--- src/rvm_pkg.sv ---
package rvm_pkg;

    // Fixed field and register widths
    localparam int DATA_W    = 32;
    localparam int CFG_W     = 64;
    localparam int NUM_REGS  = 8;
    localparam int CFG_IDX_W = 3;
    localparam int NUM_LANES = 4;
    localparam int NUM_COLS  = 4;
    localparam int SLOT_W    = 32;

    // Register indexes
    typedef enum logic [CFG_IDX_W-1:0] {
        REG_ROW0_XY = 3'd0,
        REG_ROW0_ZW = 3'd1,
        REG_ROW1_XY = 3'd2,
        REG_ROW1_ZW = 3'd3,
        REG_ROW2_XY = 3'd4,
        REG_ROW2_ZW = 3'd5,
        REG_ROW3_XY = 3'd6,
        REG_ROW3_ZW = 3'd7
    } cfg_reg_idx_t;

    // Reset gives the identity matrix
    localparam logic [CFG_W-1:0] CFG_RESET [NUM_REGS] = '{
        64'h0000_0000_0001_0000,
        64'h0000_0000_0000_0000,
        64'h0001_0000_0000_0000,
        64'h0000_0000_0000_0000,
        64'h0000_0000_0000_0000,
        64'h0000_0000_0001_0000,
        64'h0000_0000_0000_0000,
        64'h0001_0000_0000_0000
    };

    typedef struct packed {
        logic signed [DATA_W-1:0] vec_x;
        logic signed [DATA_W-1:0] vec_y;
        logic signed [DATA_W-1:0] vec_z;
        logic signed [DATA_W-1:0] vec_w;
    } in_item_t;

    typedef struct packed {
        logic signed [DATA_W-1:0] out_x;
        logic signed [DATA_W-1:0] out_y;
        logic signed [DATA_W-1:0] out_z;
        logic signed [DATA_W-1:0] out_w;
    } out_item_t;

    // Stage loads handed from the pipeline control to the merge stage
    typedef struct packed {
        logic load_sum;
        logic load_out;
    } stage_ctrl_t;

endpackage

--- src/rvm_stream_if.sv ---
interface rvm_stream_if #(
    parameter type T = logic
);
    logic valid;
    logic ready;
    T     data;

    modport source (output valid, output data, input ready);
    modport sink   (input valid, input data, output ready);
endinterface

--- src/row_vector_times_matrix_4x4.sv ---
// Row vector times 4x4 matrix, signed fixed point (WORD_WIDTH bits, FRAC_BITS fraction).
// Each input item [x y z w] gives one result item x*row0 + y*row1 + z*row2 + w*row3;
// the sixteen products are exact, each column sum is exact, then rounded to nearest
// (ties towards plus infinity) and saturated to the signed word range. Four lanes,
// one per vector component, multiply in parallel and a merge stage sums and rounds,
// so one item is taken every cycle while the output is not stalled. Three register
// stages (products, column sums, rounded result) lie between an accepted item and
// its result on the output. Each stage moves on when the one after it has room, so
// while a finished result waits on the output the block still accepts items until
// all three stages are full. The matrix sits in eight 64-bit registers (x/z in the
// low half, y/w in the high half of each) that reset to the identity; write them
// only while no item is in flight.
module row_vector_times_matrix_4x4 #(
    parameter int WORD_WIDTH = 32,
    parameter int FRAC_BITS  = 16
) (
    input  logic                            clk,
    input  logic                            rst_n,
    input  logic                            cfg_we,
    input  logic [rvm_pkg::CFG_IDX_W-1:0]   cfg_index,
    input  logic [rvm_pkg::CFG_W-1:0]       cfg_data,
    rvm_stream_if.sink                      in_ch,
    rvm_stream_if.source                    out_ch
);
    import rvm_pkg::*;

    localparam int PROD_W = 2 * WORD_WIDTH;

    logic [CFG_W-1:0]             cfg_reg [NUM_REGS];
    logic                         s1_valid_reg, s1_valid_next;
    logic                         s2_valid_reg, s2_valid_next;
    logic                         s3_valid_reg, s3_valid_next;
    logic                         en1, en2, en3;
    logic                         lane_load;
    stage_ctrl_t                  ctrl;
    in_item_t                     in_item;
    logic signed [WORD_WIDTH-1:0] vec_elem [NUM_LANES];
    logic signed [WORD_WIDTH-1:0] mat      [NUM_LANES][NUM_COLS];
    logic signed [PROD_W-1:0]     prod     [NUM_LANES][NUM_COLS];
    out_item_t                    result;

    // Matrix registers
    always_ff @(posedge clk or negedge rst_n)
    begin
        if (!rst_n)
        begin
            cfg_reg <= CFG_RESET;
        end
        else if (cfg_we)
        begin
            cfg_reg[cfg_index] <= cfg_data;
        end
    end

    // Stage enables: a stage moves when empty or when the next one moves
    assign en3       = !s3_valid_reg || out_ch.ready;
    assign en2       = !s2_valid_reg || en3;
    assign en1       = !s1_valid_reg || en2;
    assign lane_load = en1 && in_ch.valid;
    assign ctrl.load_sum = en2 && s1_valid_reg;
    assign ctrl.load_out = en3 && s2_valid_reg;

    always_comb
    begin
        s1_valid_next = en1 ? in_ch.valid  : s1_valid_reg;
        s2_valid_next = en2 ? s1_valid_reg : s2_valid_reg;
        s3_valid_next = en3 ? s2_valid_reg : s3_valid_reg;
    end

    always_ff @(posedge clk or negedge rst_n)
    begin
        if (!rst_n)
        begin
            s1_valid_reg <= 1'b0;
            s2_valid_reg <= 1'b0;
            s3_valid_reg <= 1'b0;
        end
        else
        begin
            s1_valid_reg <= s1_valid_next;
            s2_valid_reg <= s2_valid_next;
            s3_valid_reg <= s3_valid_next;
        end
    end

    // Vector components, low word bits only
    assign in_item     = in_ch.data;
    assign vec_elem[0] = in_item.vec_x[WORD_WIDTH-1:0];
    assign vec_elem[1] = in_item.vec_y[WORD_WIDTH-1:0];
    assign vec_elem[2] = in_item.vec_z[WORD_WIDTH-1:0];
    assign vec_elem[3] = in_item.vec_w[WORD_WIDTH-1:0];

    // Lanes: one per matrix row
    for (genvar r = 0; r < NUM_LANES; r++)
    begin : g_lane
        for (genvar c = 0; c < NUM_COLS; c++)
        begin : g_elem
            assign mat[r][c] = cfg_reg[r*2 + (c >> 1)][(c & 1)*SLOT_W +: WORD_WIDTH];
        end

        rvm_lane #(
            .WORD_WIDTH (WORD_WIDTH)
        ) u_lane (
            .clk  (clk),
            .load (lane_load),
            .elem (vec_elem[r]),
            .row  (mat[r]),
            .prod (prod[r])
        );
    end

    rvm_merge #(
        .WORD_WIDTH (WORD_WIDTH),
        .FRAC_BITS  (FRAC_BITS)
    ) u_merge (
        .clk    (clk),
        .ctrl   (ctrl),
        .prod   (prod),
        .result (result)
    );

    assign in_ch.ready  = en1;
    assign out_ch.valid = s3_valid_reg;
    assign out_ch.data  = result;
endmodule

--- src/rvm_lane.sv ---
module rvm_lane #(
    parameter int WORD_WIDTH = 32
) (
    input  logic                          clk,
    input  logic                          load,
    input  logic signed [WORD_WIDTH-1:0]  elem,
    input  logic signed [WORD_WIDTH-1:0]  row  [rvm_pkg::NUM_COLS],
    output logic signed [2*WORD_WIDTH-1:0] prod [rvm_pkg::NUM_COLS]
);
    import rvm_pkg::*;

    localparam int PROD_W = 2 * WORD_WIDTH;

    logic signed [PROD_W-1:0] prod_reg  [NUM_COLS];
    logic signed [PROD_W-1:0] prod_next [NUM_COLS];

    // One exact product per matrix column
    always_comb
    begin
        for (int c = 0; c < NUM_COLS; c++)
        begin
            prod_next[c] = PROD_W'(elem) * PROD_W'(row[c]);
        end
    end

    always_ff @(posedge clk)
    begin
        if (load)
        begin
            prod_reg <= prod_next;
        end
    end

    assign prod = prod_reg;
endmodule

--- src/rvm_merge.sv ---
module rvm_merge #(
    parameter int WORD_WIDTH = 32,
    parameter int FRAC_BITS  = 16
) (
    input  logic                           clk,
    input  rvm_pkg::stage_ctrl_t           ctrl,
    input  logic signed [2*WORD_WIDTH-1:0] prod [rvm_pkg::NUM_LANES][rvm_pkg::NUM_COLS],
    output rvm_pkg::out_item_t             result
);
    import rvm_pkg::*;

    localparam int PROD_W = 2 * WORD_WIDTH;
    localparam int SUM_W  = PROD_W + 2;
    localparam logic signed [SUM_W-1:0] HALF =
        {{(SUM_W-1){1'b0}}, 1'b1} << (FRAC_BITS - 1);
    localparam logic [WORD_WIDTH-1:0] MAX_W = {1'b0, {(WORD_WIDTH-1){1'b1}}};
    localparam logic [WORD_WIDTH-1:0] MIN_W = {1'b1, {(WORD_WIDTH-1){1'b0}}};

    logic signed [SUM_W-1:0]      sum_reg  [NUM_COLS];
    logic signed [SUM_W-1:0]      sum_next [NUM_COLS];
    logic signed [SUM_W-1:0]      rnd      [NUM_COLS];
    logic [SUM_W-WORD_WIDTH:0]    top_bits [NUM_COLS];
    logic signed [WORD_WIDTH-1:0] sat      [NUM_COLS];
    logic signed [DATA_W-1:0]     col_out  [NUM_COLS];
    out_item_t                    out_reg;
    out_item_t                    out_next;

    // Exact column sums over the four lanes
    always_comb
    begin
        for (int c = 0; c < NUM_COLS; c++)
        begin
            sum_next[c] = SUM_W'(prod[0][c]) + SUM_W'(prod[1][c])
                        + SUM_W'(prod[2][c]) + SUM_W'(prod[3][c]);
        end
    end

    always_ff @(posedge clk)
    begin
        if (ctrl.load_sum)
        begin
            sum_reg <= sum_next;
        end
    end

    // Round to nearest (ties up), then saturate to the word range
    always_comb
    begin
        for (int c = 0; c < NUM_COLS; c++)
        begin
            rnd[c]      = (sum_reg[c] + HALF) >>> FRAC_BITS;
            top_bits[c] = rnd[c][SUM_W-1:WORD_WIDTH-1];
            if ((&top_bits[c]) || !(|top_bits[c]))
            begin
                sat[c] = rnd[c][WORD_WIDTH-1:0];
            end
            else if (rnd[c][SUM_W-1])
            begin
                sat[c] = MIN_W;
            end
            else
            begin
                sat[c] = MAX_W;
            end
            col_out[c] = DATA_W'(sat[c]);
        end
        out_next.out_x = col_out[0];
        out_next.out_y = col_out[1];
        out_next.out_z = col_out[2];
        out_next.out_w = col_out[3];
    end

    always_ff @(posedge clk)
    begin
        if (ctrl.load_out)
        begin
            out_reg <= out_next;
        end
    end

    assign result = out_reg;
endmodule

--- src/flat_wrapper.sv ---
// flat-port wrapper written by rule: the top's interface ports become plain ports
module row_vector_times_matrix_4x4_flat import rvm_pkg::*;
#(
    parameter int WORD_WIDTH = 32,
    parameter int FRAC_BITS  = 16
)
  (clk, rst_n, cfg_we, cfg_index, cfg_data, in_ch_valid, in_ch_data, in_ch_ready, out_ch_valid, out_ch_data, out_ch_ready);
  rvm_stream_if in_ch_i ();
  rvm_stream_if out_ch_i ();
  input  logic clk;
  input  logic rst_n;
  input  logic cfg_we;
  input  logic [rvm_pkg::CFG_IDX_W-1:0] cfg_index;
  input  logic [rvm_pkg::CFG_W-1:0] cfg_data;
  input wire logic [$bits(in_ch_i.valid)-1:0] in_ch_valid;
  input wire logic [$bits(in_ch_i.data)-1:0] in_ch_data;
  output wire logic [$bits(in_ch_i.ready)-1:0] in_ch_ready;
  output wire logic [$bits(out_ch_i.valid)-1:0] out_ch_valid;
  output wire logic [$bits(out_ch_i.data)-1:0] out_ch_data;
  input wire logic [$bits(out_ch_i.ready)-1:0] out_ch_ready;
  assign in_ch_i.valid = in_ch_valid;
  assign in_ch_i.data = in_ch_data;
  assign in_ch_ready = in_ch_i.ready;
  assign out_ch_valid = out_ch_i.valid;
  assign out_ch_data = out_ch_i.data;
  assign out_ch_i.ready = out_ch_ready;
  row_vector_times_matrix_4x4 #(.WORD_WIDTH(WORD_WIDTH), .FRAC_BITS(FRAC_BITS)) u_core (.clk(clk), .rst_n(rst_n), .cfg_we(cfg_we), .cfg_index(cfg_index), .cfg_data(cfg_data), .in_ch(in_ch_i), .out_ch(out_ch_i));
endmodule
--- config.mk ---
export PLATFORM = sky130hd
export DESIGN_NAME = row_vector_times_matrix_4x4_flat
export DESIGN_NICKNAME = d
export VERILOG_FILES = /design/src/rvm_pkg.sv /design/src/rvm_stream_if.sv /design/src/row_vector_times_matrix_4x4.sv /design/src/rvm_lane.sv /design/src/rvm_merge.sv /design/src/flat_wrapper.sv
export SDC_FILE = /design/constraint.sdc
export NUM_CORES = 1
export LEC_CHECK = 0
export BUFFER_PORTS_ARGS = -buffer_cell sky130_fd_sc_hd__buf_2
export CORE_MARGIN = 4
export CORE_UTILIZATION = 24
export DETAILED_ROUTE_END_ITERATION = 7
export GPL_TIMING_DRIVEN = 0
export PLACE_DENSITY_LB_ADDON = 0.08
export SLEW_MARGIN = 30
export SYNTH_ARGS = -nofsm -noshare
export SYNTH_HDL_FRONTEND = slang
export SYNTH_SLANG_ARGS = --single-unit
--- constraint.sdc ---
create_clock -name clk -period 1.5 [get_ports clk]
set_clock_uncertainty 0.2 [all_clocks]
set_input_delay 0.225 -clock clk [delete_from_list [all_inputs] [get_ports clk]]
set_output_delay 0.225 -clock clk [all_outputs]
set_load 0.01 [all_outputs]
==> impl_metrics.csv, run 1 <==
group,metric,value,unit
run_status,status,"complete, no violations",
finish,drive_above_1_share,42.2,%
synth,synthXorXnorAreaFrac,2.26,%
sta,max_freq,0.711,GHz
finish,final_net_count,119,
finish,multi_input_area,111,µm²
synth,synth_top_area_share,38.7,%
global_routing,gr-total-overflow,0,
place,preCtsSetupSlack,120,ps
sta,slew_violations,0,
synth,async_reset_ff_share,50.0,%
worst_setup_path,cp.arrival,1140,ps
finish,diodes,0,
clock_tree,clock_latency,260,ps
die,die-height,48.2,µm
global_routing,grt_usage,8.02,%
sta,rsz0062_at_grt,"no",
synth,synth_nets,98,
worst_setup_path,critPathLaunchType,"flop",
clock_tree,cts_sinks,10,
synth,yosysMostFrequentCell,"edfxtp_1",
drt,antenna_left,0,
sta,relSlewSlack,76.2,%
clock_tree,cts_made_buffers,3,
synth,synth_area_leaders,"edfxtp_1 39%, dfrtp_1 26%, dfstp_2 6.8%, and2_1 6.5%, mux2_2 5.8%",
place,port_buffers,13,
power_and_ir_drop,power.density,1150,nW/µm²
clock_tree,cts_tree,"yes",
hold_path,worstHoldPathType,"input port to flop",
clock_tree,clk_pin_slew,70,ps
global_routing,grt_pass1_vias,283,
drt,dr_total_vias,257,
finish,area_growth,36.5,%
global_routing,grt_start_max_net_pins,7,
sta,setup_ws,93.2,ps
synth,ys_seq_area_share,71.3,%
sta,period_minus_slack,1410,ps
drt,vias_per_cell,4.21,
synth,synthTopCellsByCount,"5 x edfxtp_1, 4 x and2_1, 4 x dfrtp_1, 3 x nand2b_1, 2 x mux2_2",
worst_setup_path,critPathMaxFanout,4,
sta,tightestPinTransition,354,ps
clock_tree,cts.htree.levels,1,
finish,fillers,154,
sta,hold_viol_final,0,
synth,synthMuxAreaShare,5.81,%
clock_tree,cts_buffer_depth,2,
clock_tree,root_buffer,"clkbuf_4",
clock_tree,cts.repair.resized,0,
worst_setup_path,r2r_start,"u_core.out_ch.valid$_DFFE_PN0P_",
place,hpwl,519,µm
clock_tree,cts_setup_buffers,0,
worst_setup_path,startpoint,"u_core.out_ch.valid$_DFFE_PN0P_",
synth,ys_ff_latch,10,
synth,synth-edff-count,5,
die,io_pins,76,
synth,yosys_warnings,0,
drt,route.detailed.drc,0,
die,initial_core_util,25.5,%
die,fp.dieW,48.2,µm
synth,netlist_instances,25,
place,gp_congestion,0.751,
run,max-cap-violations,0,
synth,syn_area,388,µm²
synth,synth_top_area_cell,"edfxtp_1",
finish,instances_no_fill,61,
die,core_area,1520,µm²
sta,whs,20.7,ps
drt,drt_iter0_markers,1,
global_routing,antenna_found_initial,0,
die,row_count,14,
synth,synth_ff_type,"edfxtp_1",
synth,synth_adder_area_share,0,%
sta,period_share,93.8,%
worst_setup_path,required,1230,ps
place,dpl.cell_count,54,
synth,synth_compound_area_share,3.87,%
drt,firstDrtPassIters,2,
global_routing,grt_pass1_wl,1180,µm
worst_setup_path,end_kind,"flop",
power_and_ir_drop,p_leak,0.225,nW
clock_tree,holdBufCountCts,3,
sta,final.setup.tns,0,ps
die,die_area,2320,µm²
synth,synthSimpleGateAreaFrac,16.8,%
synth,synth.distinct_cells,12,
drt,drt_wl_total,652,µm
power_and_ir_drop,ir_worst_vdd,0.457,mV
finish,seq_area,277,µm²
drt,wl_per_cell,10.7,µm
worst_setup_path,critPathKind,"flop to flop",
synth,synth_top_family_by_area,"simple AND/OR/NAND/NOR gates",
sta,finalSetupViolations,0,
hold_path,hold_path_startpoint,"cfg_data[47]",
synth,syn_area_per_cell,15.5,µm²
## placed cells by master, fill, tap and decap left out
cell and n:
buf_2 13, edfxtp_1 5, and2_1 4, dfrtp_1 4, nand2b_1 3, clkbuf_4 3, dlygate4sd3_1 3, mux2_2 2
nand4b_1 1, nor2b_1 1, a21boi_0 1, a21o_1 1, nand4_1 1, xor2_1 1, clkinv_1 1, dfstp_2 1
## final timing paths
check,to,slack (ps),cells after the start
max,u_core.u_merge.sum_reg[15]$_DFFE_PP_,90,2
min,u_core.cfg_reg[47]$_DFFE_PN0P_,20,2
max reg2reg,u_core.u_merge.sum_reg[15]$_DFFE_PP_,90,2
min reg2reg,u_core.u_merge.sum_reg[16]$_DFFE_PP_,220,0
max in group asynchronous,u_core.cfg_reg[48]$_DFFE_PN1P_,780,2
min in group asynchronous,u_core.s1_valid_reg$_DFFE_PN0P_,90,2
## through the flow
step,cell area (µm²),total power (W),util [%]
floorplan,388,0.000393,-
global placement,473,0.000423,31.0
detailed placement,473,0.000427,31.0
CTS,529,0.000624,34.7
global route,529,0.000653,34.7
finish,529,0.000609,34.7
## worst max-delay path, cell delays in order, from the launching register on
cell and delay (ps):
dfrtp_1 410, nor2b_1 150, a21boi_0 320
## metal layers
| metal | part of all wire (%) | vias up | GRT usage, % |
|---|---|---|---|
| li1 | - | 129 | - |
| met1 | 46 | 116 | 9.32 |
| met2 | 46 | 12 | 10.7 |
| met3 | 8.1 | 0 | 5.54 |
| met4 | 0 | 0 | 4.84 |
| met5 | 0 | - | 0 |
## cell families after synthesis
| group | Yosys count |
|---|---|
| AOI/OAI and AO/OA | 2 |
| xor gates and xnor gates | 1 |
| DFF | 10 |
| muxes | 2 |
| and+or+nand+nor | 10 |
## final cells by class
| type | count | share of cell area, % |
|---|---|---|
| multi-input combinational | 15 | 21.0 |
| timing repair buffer | 16 | 18.0 |
| clock inverter | 1 | 0.709 |
| sequential | 10 | 52.2 |
| tap | 16 | 3.78 |
| clock buffer | 3 | 4.26 |
## report_power, final
| part | internal [W] | leakage [nW] | total, W | switching, W |
|---|---|---|---|---|
| sequential | 0.000334 | 0.104 | 0.000350 | 0.0000163 |
| combinational | 0.0000446 | 0.106 | 0.0000759 | 0.0000313 |
| clock | 0.0000957 | 0.0154 | 0.000183 | 0.0000870 |
Power figures use the tool's default switching activity.
==> run 2, diff against run 1 <==
--- a/config.mk
+++ b/config.mk
@@ -5,6 +5,7 @@
 export SDC_FILE = /design/constraint.sdc
 export NUM_CORES = 1
 export LEC_CHECK = 0
+export ABC_AREA = 1
 export BUFFER_PORTS_ARGS = -buffer_cell sky130_fd_sc_hd__buf_2
 export CORE_MARGIN = 4
 export CORE_UTILIZATION = 24
==> run 2 against run 1 <==
Setup slack better by 26 ps. Clock power is 2% higher. Maximum frequency is 1.9% higher. First-iteration DRC count is 100% higher. Register-to-register slack better by 250 ps. Routed wire length is 4.0% higher. Critical path depth stayed put. Count of clock-buffer cells in the layout is 1 higher. Core utilization is 1.1 points higher. Critical path type is now flop to output pin. Critical endpoint is now in_ch_ready.
==> impl_metrics.csv, run 2 <==
group,metric,value,unit
die,die-height,48.8,µm
global_routing,grt_usage,6.37,%
worst_setup_path,worst_path_max_delay_cell,"dfrtp_1",
drt,vias_per_cell,4.04,
synth,syn_area,400,µm²
global_routing,grt_pass1_vias,298,
synth,yosysMostFrequentCell,"nand2_1",
synth,ys_ff_latch,10,
finish,diodes,0,
worst_setup_path,end_kind,"output pin",
synth,synth-edff-count,5,
clock_tree,cts_sinks,10,
worst_setup_path,path_buf_inv,1,
synth,ys_seq_area_share,69.1,%
clock_tree,root_buffer,"clkbuf_4",
synth,synth_top_area_cell,"edfxtp_1",
worst_setup_path,r2r_cells,3,
worst_setup_path,critPathLaunchType,"flop",
clock_tree,cts_made_buffers,3,
power_and_ir_drop,ir_worst_vdd,0.679,mV
power_and_ir_drop,power_frac_seq,56.4,%
synth,synth_top_area_share,37.5,%
drt,drt_wl_total,678,µm
worst_setup_path,startpoint,"u_core.out_ch.valid$_DFFE_PN0P_",
sta,final.setup.tns,0,ps
synth,async_reset_ff_share,50.0,%
worst_setup_path,crit_end,"in_ch_ready",
hold_path,worstHoldPathType,"input port to flop",
synth,synth.distinct_cells,11,
synth,syn_area_per_cell,10.5,µm²
power_and_ir_drop,p_clk_share,28.9,%
global_routing,grt_pass1_wl,1120,µm
clock_tree,clock_latency,250,ps
die,io_pins,76,
finish,final_cell_mix,"14 x nand2_1, 13 x buf_2, 7 x inv_1",
power_and_ir_drop,p_sw_share,24.5,%
die,row_count,14,
sta,tightestPinTransition,169,ps
synth,synthTopCellsByCount,"14 x nand2_1, 7 x inv_1, 5 x edfxtp_1, 4 x dfrtp_1, 2 x o21ai_0",
place,port_buffers,13,
power_and_ir_drop,power.density,1170,nW/µm²
clock_tree,cts.htree.levels,1,
sta,finalSetupViolations,0,
sta,whs,33.3,ps
global_routing,antenna_found_initial,0,
drt,firstDrtPassIters,4,
worst_setup_path,rrSetupSlack,340,ps
die,core_area,1540,µm²
finish,area_growth,37.8,%
finish,drive_above_1_share,30.5,%
place,gp_congestion,0.701,
power_and_ir_drop,power.switching,0.000158,W
clock_tree,cts.repair.resized,0,
worst_setup_path,cp_cell_sequence,"nand4_2, buf_2",
drt,antenna_left,0,
drt,wl_per_cell,9.04,µm
die,fp.dieW,48.8,µm
synth,synth_area_leaders,"edfxtp_1 38%, dfrtp_1 25%, nand2_1 13%, dfstp_2 6.6%, inv_1 6.6%",
clock_tree,clk_pin_slew,70,ps
drt,drt_iter0_markers,2,
global_routing,grt_start_max_net_pins,7,
worst_setup_path,worst-path-stages,2,
worst_setup_path,cp_top_family,"flip-flops",
worst_setup_path,r2r-end,"u_core.g_lane[3].u_lane.prod[15]$_DFFE_PP_",
global_routing,gr-total-overflow,0,
clock_tree,cts_tree,"yes",
worst_setup_path,critPathMaxStageDelay,410,ps
finish,layout_commonest_cell,"nand2_1",
power_and_ir_drop,total_power,0.000646,W
worst_setup_path,required,1070,ps
drt,dr_total_vias,303,
sta,rsz0062_at_grt,"no",
finish,final_net_count,133,
synth,netlist_instances,38,
run,max-cap-violations,0,
sta,hold_viol_final,0,
drt,route.detailed.drc,0,
sta,period_minus_slack,1380,ps
power_and_ir_drop,comb_power_share,14.7,%
sta,slew_violations,0,
synth,synth_ff_type,"edfxtp_1",
finish,final_area,552,µm²
power_and_ir_drop,p_int,0.000488,W
synth,synth_nets,111,
sta,period_share,92.0,%
worst_setup_path,critPathMaxFanout,5,
die,initial_core_util,26.0,%
worst_setup_path,r2r_start,"u_core.out_ch.valid$_DFFE_PN0P_",
place,placed_cell_area,485,µm²
worst_setup_path,cp.arrival,960,ps
sta,max_freq,0.724,GHz
synth,yosys_warnings,0,
worst_setup_path,critPathKind,"flop to output pin",
run_status,status,"complete, no violations",
die,die_area,2390,µm²
place,hpwl,558,µm
clock_tree,cts_buffer_depth,2,
power_and_ir_drop,p_leak,0.286,nW
sta,relSlewSlack,88.7,%
## run 2: cell types whose count changed in the layout (fill, tap and decap cells not counted), moves of 2 or more
cell and delta:
and2_1 -4, nand2_1 +14, mux2_2 -2, nand2b_1 -3, o21ai_0 +2, inv_1 +7
## run 2: layout make-up
class	instances	area [µm²]
fillers	160	990
flip-flops and latches	10	277
repair buffers	17	105
multi-input cells	21	97.6
clock buffers	4	26.3
inverters	7	26.3
well taps	16	20.0
## run 2: timing repair
item / CTS / global route
endpoints found under the hold margin: 8 / 0
hold buffers: 4 / 0
buffers inserted: 0 / 0
## run 2: worst min-delay path, cell delays in order
cell,delay [ps]
buf_2,90
nand2_1,40
inv_1,40
## run 2: per-layer routing
layer	vias up	GRT usage (%)	routed length, µm
met5	-	0	0
met4	0	1.35	0
met3	0	5.50	90
met2	17	8.04	278
met1	125	8.09	310
li1	161	-	-
## run 2: kinds of logic (layout without fill, tap and decap cells)
family | count (synthesis) | after routing | synth area share [%]
XOR/XNOR | 1 | 1 | 2.19
flip-flops | 10 | 10 | 69.1
AND/OR/NAND/NOR | 17 | 17 | 18.4
buffers and inverters | 7 | 28 | 6.56
AO/OA/AOI/OAI | 3 | 3 | 3.75
## run 2: worst min-delay path by stage
stage          startpoint                                         end  slack, ps  cells past startpoint
2_1_floorplan       rst_n              u_core.cfg_reg[47]$_DFFE_PN0P_       -270                      0
3_3_place_gp        rst_n              u_core.cfg_reg[47]$_DFFE_PN0P_       -160                      1
3_5_place_dp        rst_n              u_core.cfg_reg[47]$_DFFE_PN0P_       -160                      1
4_1_cts        in_ch_data  u_core.g_lane[3].u_lane.prod[16]$_DFFE_PP_         30                      3
5_1_grt        in_ch_data  u_core.g_lane[3].u_lane.prod[15]$_DFFE_PP_         50                      3
6_report       in_ch_data  u_core.g_lane[3].u_lane.prod[15]$_DFFE_PP_         30                      3
## run 2: stage by stage
step	setup WS (ps)	instances	util (%)
after floorplan	298	38	-
after global routing	54.5	75	35.8
after detailed placement	331	67	31.5
after global placement	329	67	31.5
after CTS	106	75	35.8
final	119	75	35.8
## run 2: power groups by stage
stage / Clock [W] / Combinational, W / Sequential [W]
2_1_floorplan: 0 / 0.0000461 / 0.000372
3_3_place_gp: 0 / 0.0000868 / 0.000368
3_5_place_dp: 0 / 0.0000887 / 0.000371
4_1_cts: 0.000196 / 0.0000976 / 0.000365
5_1_grt: 0.000208 / 0.000110 / 0.000369
6_report: 0.000187 / 0.0000951 / 0.000364
